<file path="src/design/tcfo_pkg.sv">
// ----------------------------------------------------------------------------
// tcfo_pkg
// Shared types, constants and helpers for the two-class oldest-first FIFO.
// ----------------------------------------------------------------------------
package tcfo_pkg;

  localparam int QUEUE_DEPTH = 16;
  localparam int TAG_BITS    = 32;
  localparam int STAMP_BITS  = 32;
  localparam int PTR_W       = (QUEUE_DEPTH > 1) ? $clog2(QUEUE_DEPTH) : 1;
  localparam int CNT_W       = $clog2(QUEUE_DEPTH + 1);
  localparam int ENTRY_W     = STAMP_BITS + TAG_BITS;

  typedef logic [PTR_W-1:0]      ptr_t;
  typedef logic [CNT_W-1:0]      cnt_t;
  typedef logic [STAMP_BITS-1:0] stamp_t;
  typedef logic [TAG_BITS-1:0]   tag_t;

  typedef enum logic [2:0] {
    CMD_ENQ_A   = 3'd0,
    CMD_ENQ_B   = 3'd1,
    CMD_DEQ_A   = 3'd2,
    CMD_DEQ_B   = 3'd3,
    CMD_DEQ_OLD = 3'd4
  } cmd_t;

  typedef enum logic [1:0] {
    STAT_ENQUEUED = 2'd0,
    STAT_DEQUEUED = 2'd1,
    STAT_NONE     = 2'd2,
    STAT_FULL     = 2'd3
  } status_t;

  typedef enum logic {
    CLASS_A = 1'b0,
    CLASS_B = 1'b1
  } class_t;

  typedef enum logic {
    ST_IDLE = 1'b0,
    ST_EXEC = 1'b1
  } state_t;

  // per-class pointer update request
  typedef struct packed {
    logic push;
    logic pop;
  } qctl_t;

  // per-class pointer state
  typedef struct packed {
    ptr_t head;
    ptr_t tail;
    cnt_t count;
  } qstat_t;

  function automatic ptr_t next_slot(input ptr_t p);
    if (p == ptr_t'(QUEUE_DEPTH - 1)) begin
      return '0;
    end
    return p + ptr_t'(1);
  endfunction

endpackage

</file>
<file path="src/design/two_class_fifo_oldest_first.sv">
// ----------------------------------------------------------------------------
// two_class_fifo_oldest_first
// Two class queues with a shared arrival stamp and oldest-first dequeue.
// ----------------------------------------------------------------------------
// Each request has an accept and an execute cycle: in the accept cycle both
// queue heads are read from their RAMs (registered read), in the execute cycle
// the result is formed, the RAM is written on enqueue and the pointers move.
// The limit is the head read of the synchronous store, so one request is in
// flight at a time and cmd_stall is high during the execute cycle. The result
// sits in an output register; a new request is taken while a result waits, and
// the execute cycle holds until that register frees up. Enqueue stamps
// counter+1 (wrapping at 2^32); a full queue reports queue-full and drops the
// item without advancing the counter. Dequeue-oldest compares head stamps as
// unsigned numbers, takes class B on a tie, and flags fell_back when only one
// class holds items. Stores are not cleared at reset; empty slots go unused.
// ----------------------------------------------------------------------------
module two_class_fifo_oldest_first (
  input  logic        clk,
  input  logic        rst,
  input  logic        cmd_valid,
  output logic        cmd_stall,
  input  logic [2:0]  command,
  input  logic [31:0] item_tag,
  output logic        res_valid,
  input  logic        res_stall,
  output logic [1:0]  status,
  output logic        item_class,
  output logic [31:0] out_tag,
  output logic [31:0] arrival_number,
  output logic        fell_back
);

  tcfo_pkg::state_t state;
  tcfo_pkg::state_t state_next;

  logic [2:0]         cmd_r;
  tcfo_pkg::tag_t     tag_r;
  tcfo_pkg::stamp_t   arrival_counter;

  tcfo_pkg::qctl_t    ctl_a, ctl_b;
  tcfo_pkg::qstat_t   stat_a, stat_b;

  logic [tcfo_pkg::ENTRY_W-1:0] rd_a, rd_b, wdata;
  logic               we_a, we_b;

  logic               accept;
  logic               fire;

  // execute-cycle decisions
  logic               a_has, b_has;
  tcfo_pkg::stamp_t   stamp_a, stamp_b;
  logic               do_push, do_pop, full, push_cls, pop_cls;
  logic               fb;
  tcfo_pkg::status_t  r_status;
  logic               r_class;
  tcfo_pkg::tag_t     r_tag;
  tcfo_pkg::stamp_t   r_stamp;
  tcfo_pkg::stamp_t   new_stamp;

  assign cmd_stall = (state != tcfo_pkg::ST_IDLE);
  assign accept    = cmd_valid && !cmd_stall;
  assign fire      = (state == tcfo_pkg::ST_EXEC) && (!res_valid || !res_stall);

  // ---- request capture ----
  always_ff @(posedge clk) begin
    if (accept) begin
      cmd_r <= command;
      tag_r <= item_tag[tcfo_pkg::TAG_BITS-1:0];
    end
  end

  // ---- state register ----
  always_ff @(posedge clk) begin
    if (rst) begin
      state <= tcfo_pkg::ST_IDLE;
    end else begin
      state <= state_next;
    end
  end

  always_comb begin
    state_next = state;
    case (state)
      tcfo_pkg::ST_IDLE: if (accept) state_next = tcfo_pkg::ST_EXEC;
      tcfo_pkg::ST_EXEC: if (fire) state_next = tcfo_pkg::ST_IDLE;
      default:           state_next = tcfo_pkg::ST_IDLE;
    endcase
  end

  // ---- stores: heads read on accept, data held through the execute cycle ----
  tcfo_ram #(.WIDTH(tcfo_pkg::ENTRY_W), .DEPTH(tcfo_pkg::QUEUE_DEPTH)) u_ram_a (
    .clk   (clk),
    .we    (we_a),
    .waddr (stat_a.tail),
    .wdata (wdata),
    .re    (accept),
    .raddr (stat_a.head),
    .rdata (rd_a)
  );

  tcfo_ram #(.WIDTH(tcfo_pkg::ENTRY_W), .DEPTH(tcfo_pkg::QUEUE_DEPTH)) u_ram_b (
    .clk   (clk),
    .we    (we_b),
    .waddr (stat_b.tail),
    .wdata (wdata),
    .re    (accept),
    .raddr (stat_b.head),
    .rdata (rd_b)
  );

  tcfo_ptrs u_ptrs_a (.clk(clk), .rst(rst), .ctl(ctl_a), .stat(stat_a));
  tcfo_ptrs u_ptrs_b (.clk(clk), .rst(rst), .ctl(ctl_b), .stat(stat_b));

  // ---- execute: decide the request ----
  assign a_has     = (stat_a.count != '0);
  assign b_has     = (stat_b.count != '0);
  assign stamp_a   = rd_a[tcfo_pkg::ENTRY_W-1:tcfo_pkg::TAG_BITS];
  assign stamp_b   = rd_b[tcfo_pkg::ENTRY_W-1:tcfo_pkg::TAG_BITS];
  assign new_stamp = arrival_counter + tcfo_pkg::stamp_t'(1);

  always_comb begin
    do_push  = 1'b0;
    do_pop   = 1'b0;
    push_cls = tcfo_pkg::CLASS_A;
    pop_cls  = tcfo_pkg::CLASS_A;
    fb       = 1'b0;
    full     = 1'b0;
    r_status = tcfo_pkg::STAT_NONE;
    r_class  = tcfo_pkg::CLASS_A;
    r_tag    = '0;
    r_stamp  = '0;

    case (cmd_r)
      tcfo_pkg::CMD_ENQ_A, tcfo_pkg::CMD_ENQ_B: begin
        push_cls = (cmd_r == tcfo_pkg::CMD_ENQ_B);
        r_class  = push_cls;
        full     = push_cls ?
                   (stat_b.count == tcfo_pkg::cnt_t'(tcfo_pkg::QUEUE_DEPTH)) :
                   (stat_a.count == tcfo_pkg::cnt_t'(tcfo_pkg::QUEUE_DEPTH));
        if (full) begin
          r_status = tcfo_pkg::STAT_FULL;
        end else begin
          do_push  = 1'b1;
          r_status = tcfo_pkg::STAT_ENQUEUED;
          r_stamp  = new_stamp;
        end
      end
      tcfo_pkg::CMD_DEQ_A: begin
        pop_cls = tcfo_pkg::CLASS_A;
        r_class = tcfo_pkg::CLASS_A;
        do_pop  = a_has;
      end
      tcfo_pkg::CMD_DEQ_B: begin
        pop_cls = tcfo_pkg::CLASS_B;
        r_class = tcfo_pkg::CLASS_B;
        do_pop  = b_has;
      end
      tcfo_pkg::CMD_DEQ_OLD: begin
        if (a_has && b_has) begin
          // tie goes to class B
          do_pop  = 1'b1;
          pop_cls = (stamp_a < stamp_b) ? tcfo_pkg::CLASS_A : tcfo_pkg::CLASS_B;
        end else if (a_has || b_has) begin
          do_pop  = 1'b1;
          pop_cls = b_has;
          fb      = 1'b1;
        end
        r_class = pop_cls;
      end
      default: ;
    endcase

    if (do_pop) begin
      r_status = tcfo_pkg::STAT_DEQUEUED;
      r_tag    = pop_cls ? rd_b[tcfo_pkg::TAG_BITS-1:0] : rd_a[tcfo_pkg::TAG_BITS-1:0];
      r_stamp  = pop_cls ? stamp_b : stamp_a;
    end
  end

  // ---- pointer and store updates, only when the result can be posted ----
  assign ctl_a.push = fire && do_push && (push_cls == tcfo_pkg::CLASS_A);
  assign ctl_b.push = fire && do_push && (push_cls == tcfo_pkg::CLASS_B);
  assign ctl_a.pop  = fire && do_pop  && (pop_cls  == tcfo_pkg::CLASS_A);
  assign ctl_b.pop  = fire && do_pop  && (pop_cls  == tcfo_pkg::CLASS_B);
  assign we_a       = ctl_a.push;
  assign we_b       = ctl_b.push;
  assign wdata      = {new_stamp, tag_r};

  always_ff @(posedge clk) begin
    if (rst) begin
      arrival_counter <= '0;
    end else if (fire && do_push) begin
      arrival_counter <= new_stamp;
    end
  end

  // ---- result register ----
  always_ff @(posedge clk) begin
    if (rst) begin
      res_valid <= 1'b0;
    end else if (fire) begin
      res_valid <= 1'b1;
    end else if (!res_stall) begin
      res_valid <= 1'b0;
    end
  end

  always_ff @(posedge clk) begin
    if (fire) begin
      status         <= r_status;
      item_class     <= r_class;
      out_tag        <= 32'(r_tag);
      arrival_number <= r_stamp;
      fell_back      <= fb;
    end
  end

endmodule

</file>
<file path="src/design/tcfo_ram.sv">
// ----------------------------------------------------------------------------
// tcfo_ram
// Generic single-write, single-read RAM with registered read data.
// ----------------------------------------------------------------------------
module tcfo_ram #(
  parameter int WIDTH = 8,
  parameter int DEPTH = 16
) (
  input  logic                             clk,
  input  logic                             we,
  input  logic [$clog2(DEPTH > 1 ? DEPTH : 2)-1:0] waddr,
  input  logic [WIDTH-1:0]                 wdata,
  input  logic                             re,
  input  logic [$clog2(DEPTH > 1 ? DEPTH : 2)-1:0] raddr,
  output logic [WIDTH-1:0]                 rdata
);

  logic [WIDTH-1:0] mem [DEPTH];

  always_ff @(posedge clk) begin
    if (we) begin
      mem[waddr] <= wdata;
    end
    if (re) begin
      rdata <= mem[raddr];
    end
  end

endmodule

</file>
<file path="src/design/tcfo_ptrs.sv">
// ----------------------------------------------------------------------------
// tcfo_ptrs
// Head, tail and occupancy count of one class queue.
// ----------------------------------------------------------------------------
module tcfo_ptrs (
  input  logic           clk,
  input  logic           rst,
  input  tcfo_pkg::qctl_t  ctl,
  output tcfo_pkg::qstat_t stat
);

  tcfo_pkg::ptr_t head;
  tcfo_pkg::ptr_t tail;
  tcfo_pkg::cnt_t count;

  always_ff @(posedge clk) begin
    if (rst) begin
      head  <= '0;
      tail  <= '0;
      count <= '0;
    end else begin
      if (ctl.push) begin
        tail  <= tcfo_pkg::next_slot(tail);
        count <= count + tcfo_pkg::cnt_t'(1);
      end else if (ctl.pop) begin
        head  <= tcfo_pkg::next_slot(head);
        count <= count - tcfo_pkg::cnt_t'(1);
      end
    end
  end

  assign stat.head  = head;
  assign stat.tail  = tail;
  assign stat.count = count;

  // push and pop never target one class in the same request
  a_no_push_pop: assert property (@(posedge clk) disable iff (rst)
    !(ctl.push && ctl.pop))
    else $error("push and pop together");

  // no push into a full queue, no pop from an empty one
  a_no_overrun: assert property (@(posedge clk) disable iff (rst)
    !((ctl.push && count == tcfo_pkg::cnt_t'(tcfo_pkg::QUEUE_DEPTH)) ||
      (ctl.pop && count == '0)))
    else $error("queue overrun or underrun");

  // a pop frees exactly one entry and moves the head
  a_pop_effect: assert property (@(posedge clk) disable iff (rst)
    ctl.pop |=> (count == $past(count) - tcfo_pkg::cnt_t'(1)) && (head != $past(head) ||
      tcfo_pkg::QUEUE_DEPTH == 1))
    else $error("pop did not advance");

endmodule
</file>
<file path="config.mk">
export PLATFORM = sky130hd
export DESIGN_NAME = two_class_fifo_oldest_first
export DESIGN_NICKNAME = d
export VERILOG_FILES = /design/src/design/tcfo_pkg.sv /design/src/design/two_class_fifo_oldest_first.sv /design/src/design/tcfo_ram.sv /design/src/design/tcfo_ptrs.sv
export SDC_FILE = /design/constraint.sdc
export NUM_CORES = 2
export LEC_CHECK = 0
export ABC_CLOCK_PERIOD_IN_PS = 12300
export BUFFER_PORTS_ARGS = -buffer_cell sky130_fd_sc_hd__buf_2
export CORE_MARGIN = 2
export CORE_UTILIZATION = 25
export CTS_CLUSTER_SIZE = 30
export DETAILED_ROUTE_END_ITERATION = 7
export GPL_TIMING_DRIVEN = 0
export SYNTH_ARGS = -nofsm -noshare
export SYNTH_HDL_FRONTEND = slang
export SYNTH_HIERARCHICAL = 1
export SYNTH_SLANG_ARGS = --single-unit
</file>
<file path="constraint.sdc">
create_clock -name clk -period 12.3 [get_ports clk]
set_input_delay 1.23 -clock clk [delete_from_list [all_inputs] [get_ports clk]]
set_output_delay 1.23 -clock clk [all_outputs]
set_load 0.02 [all_outputs]
</file>
==> results.ini <==
[status]
status=complete, but fails checks
violations=max-capacitance violations, max-slew violations

[timing]
rsz0062_at_grt=no
slew_headroom_pct=-0.3874
tns_ns=0
finClkSkew_ns=0.07798
period_share_pct=44.33
timing_hold_violations_final=0
setup_viol=0
worstMarginPinSlew_ns=1.506
finalMaxSlewViolations=10
fin_crit_ns=5.453
fmax_ghz=0.1834

[cells_and_area]
instances_no_fill=9546
nFillCells=33816
final_util_pct=30.19
nets=4698
area_delta_synth_final_pct=19.97
drive_gt1_share_pct=27.37
design_area_um2=106600

[worst_setup_path]
worst_path_most_repeated_cell=buf_6
rr_endpoint=u_ram_b/mem[0][25]$_DFFE_PP_
crit_arrival_ns=6.03
crit_slowest_cell=a2111oi_0
crit_chain=a2111oi_0 -> o21ai_0 -> clkbuf_1 -> nor2_1 -> or3b_2 -> nor3_2 -> buf_6 -> buf_6 -> buf_6 -> buf_6
critPathKind=reg2reg
crit_family=simple AND/OR/NAND/NOR gates
cp-end-kind=flop
reg2reg_from=cmd_r[1]$_DFFE_PP_
reg2reg_depth=10
required_ns=12.88
slowest_delay_ns=0.83
start_kind=flop
ff2ff_setup_slack_ns=6.85
crit_fanout=10
path_buf_inv=5

[detailed_routing]
dr_total_vias=44410
ant_nets=0
drcViolationCount=0
drt_iter0_drc=5101
totalWireLength_um=233900
drt_pre_antenna_iters=5
post_drt_wl_per_cell_um=24.50
vias_per_cell=4.652

[min_path]
hold_path_class=in2reg
min_path_cells=1
hold_start=item_tag[18]
min_to=tag_r[18]$_DFFE_PP_

[yosys]
synthTopCellsByCount=edfxtp_1 (2279), mux4_2 (512), a22oi_1 (256)
synth.yosys.seq_area_share_pct=78.35
synth_edf_count=2279
netlist_area_um2=88880
yosys-top-cells-area=edfxtp_1 (77%), mux4_2 (13%), a22oi_1 (2.2%)
synthFlopType=edfxtp_1
ys_ff_latch=2339
post_synth.cell_area_avg_um2=21.80
netlist_instances=4078
ys_warn_count=6
synth.top_cell.area_share_pct=77.00
synth_area_leader_cell=edfxtp_1
netlist-cell-type-count=57
synth_most_common_cell=edfxtp_1
synth_fp_nets=4161
async_flop_share_pct=0

[clocking]
cts_tree=done
clkSlewWorstSetupHoldPaths_ns=0.06
clk_root_buffer_cell=clkbuf_16
cts_resized=0
clock_latency_ns=0.92
clk_path_buf_depth=4
cts_hold_buf=0
postCtsSetupBuffers=0
cts.htree.levels=4
cts_num_sinks=2339
numCtsBuffers=243

[global_route]
grt_max_degree=35
grtUsageMet1_pct=17.59
met3_usage_pct=2.205
grt_first_pass_wirelength_um=331200
overflow=0
grt_busiest_layer=met2
grt_usage_pct=12.73
use_met2_pct=20.53
grt_pass1_vias=44681
antenna_found_initial=24

[placed_design]
numPortBuffers=107
place_congestion=0.7921
dp_hpwl_um=155300
dpl.cell_count=9100
place_area_um2=98890

[power_and_ir_drop]
leakage_nw=33.49
p_per_area_nw_per_um2=152.6
ir_worst_vdd_mv=0.1210

[die]
initial_core_util_pct=25.16
ios=109
fp.dieW_um=600.3
core_area_um2=353200
core.rowCount=218
dieHeight_um=600.3
dieArea_um2=360300

[job]
max-cap-violations=1

logic make-up after synthesis:
| group | after synthesis | share of synthesized area, % |
|---|---|---|
| flip-flops | 2339 | 78.35 |
| multiplexers | 514 | 13.00 |
| AND/OR/NAND/NOR | 459 | 2.452 |
| AO/OA/AOI/OAI | 404 | 3.484 |
| buffers and inverters | 255 | 1.464 |
| XOR/XNOR | 63 | 0.6208 |
| adder cells (fa/ha/maj) | 44 | 0.6363 |
sequential cells by signal, indices dropped and copies added (netlist names), 2 cells and up:
name / count
arrival_counter: 32
arrival_number: 32
cmd_r: 3
out_tag: 32
status: 2
tag_r: 32
u_ptrs_a/count: 5
u_ptrs_a/head: 4
u_ptrs_a/tail: 4
u_ptrs_b/count: 5
u_ptrs_b/head: 4
u_ptrs_b/tail: 4
u_ram_a/mem: 1024
u_ram_a/rdata: 64
u_ram_b/mem: 1024
u_ram_b/rdata: 64
worst max-delay path by stage:
stage	depth (start not counted)	endpoint	slack, ns	from
2_1_floorplan	6	u_ram_b/mem[0][0]$_DFFE_PP_	0.78	res_stall
3_3_place_gp	7	u_ram_b/mem[12][22]$_DFFE_PP_	-12.96	res_stall
3_5_place_dp	11	u_ram_b/mem[0][25]$_DFFE_PP_	6.25	res_stall
4_1_cts	10	u_ram_b/mem[0][25]$_DFFE_PP_	6.88	cmd_r[1]$_DFFE_PP_
5_1_grt	10	u_ram_b/mem[0][34]$_DFFE_PP_	6.58	cmd_r[1]$_DFFE_PP_
6_report	10	u_ram_b/mem[0][25]$_DFFE_PP_	6.85	cmd_r[1]$_DFFE_PP_
area by class of cell:
cell class / count / area [um^2] / area share (%)
Sequential cell: 2339 / 69640 / 65.30
Multi-Input combinational cell: 1484 / 18410 / 17.27
Clock buffer: 291 / 6292 / 5.901
Tap cell: 4730 / 5918 / 5.550
Timing Repair Buffer: 292 / 3611 / 3.386
Clock inverter: 147 / 1438 / 1.348
Buffer: 208 / 1130 / 1.060
Inverter: 47 / 176.4 / 0.1654
Antenna cell: 8 / 20.02 / 0.01877
power by group:
group	internal, mW	total [mW]	leakage (nW)	switching (mW)
registers	8.75	8.82	21.9	0.0740
logic	0.0786	0.232	7.85	0.154
clock network	4.13	7.22	3.75	3.09
layout by cell type, fill, tap and decap left out, drive strengths merged, types with 30 or more instances in the layout:
cell type and count:
and3 41, a32o 32, edfxtp 2279, buf 402, inv 64, ha 42
a21oi 39, dfxtp 60, nand2 183, clkinv 93, mux4 512, a22oi 256
xnor2 38, clkbuf 389, nand3 30, nor2 105
worst register-to-register path: stages, from the launching register on:
cell and delay [ns]:
edfxtp_1 0.56, a2111oi_0 0.84, o21ai_0 0.53, clkbuf_1 0.43, nor2_1 0.66, or3b_2 0.64, nor3_2 0.73, buf_6 0.27
buf_6 0.18, buf_6 0.16, buf_6 0.19
metal layers:
layer  part of all wire (%)  wire (um)  vias to the layer above
li1                       -          -                    18259
met1                     42      98210                    23923
met2                     48     111700                     1908
met3                    7.7      18000                      316
met4                    2.5       5890                        4
met5                  0.011         26                        -
metrics by stage:
stage / setup slack [ns] / hold WS, ns / total power [mW]
2_1_floorplan: 0.7760 / 0.4669 / 9.083
3_3_place_gp: -12.96 / 0.4945 / 9.229
3_5_place_dp: 6.246 / 0.5015 / 9.231
4_1_cts: 6.882 / 0.4322 / 16.44
5_1_grt: 6.580 / 0.4441 / 16.75
6_report: 6.847 / 0.4900 / 16.27
No activity file was read; power rests on OpenSTA's default activity.
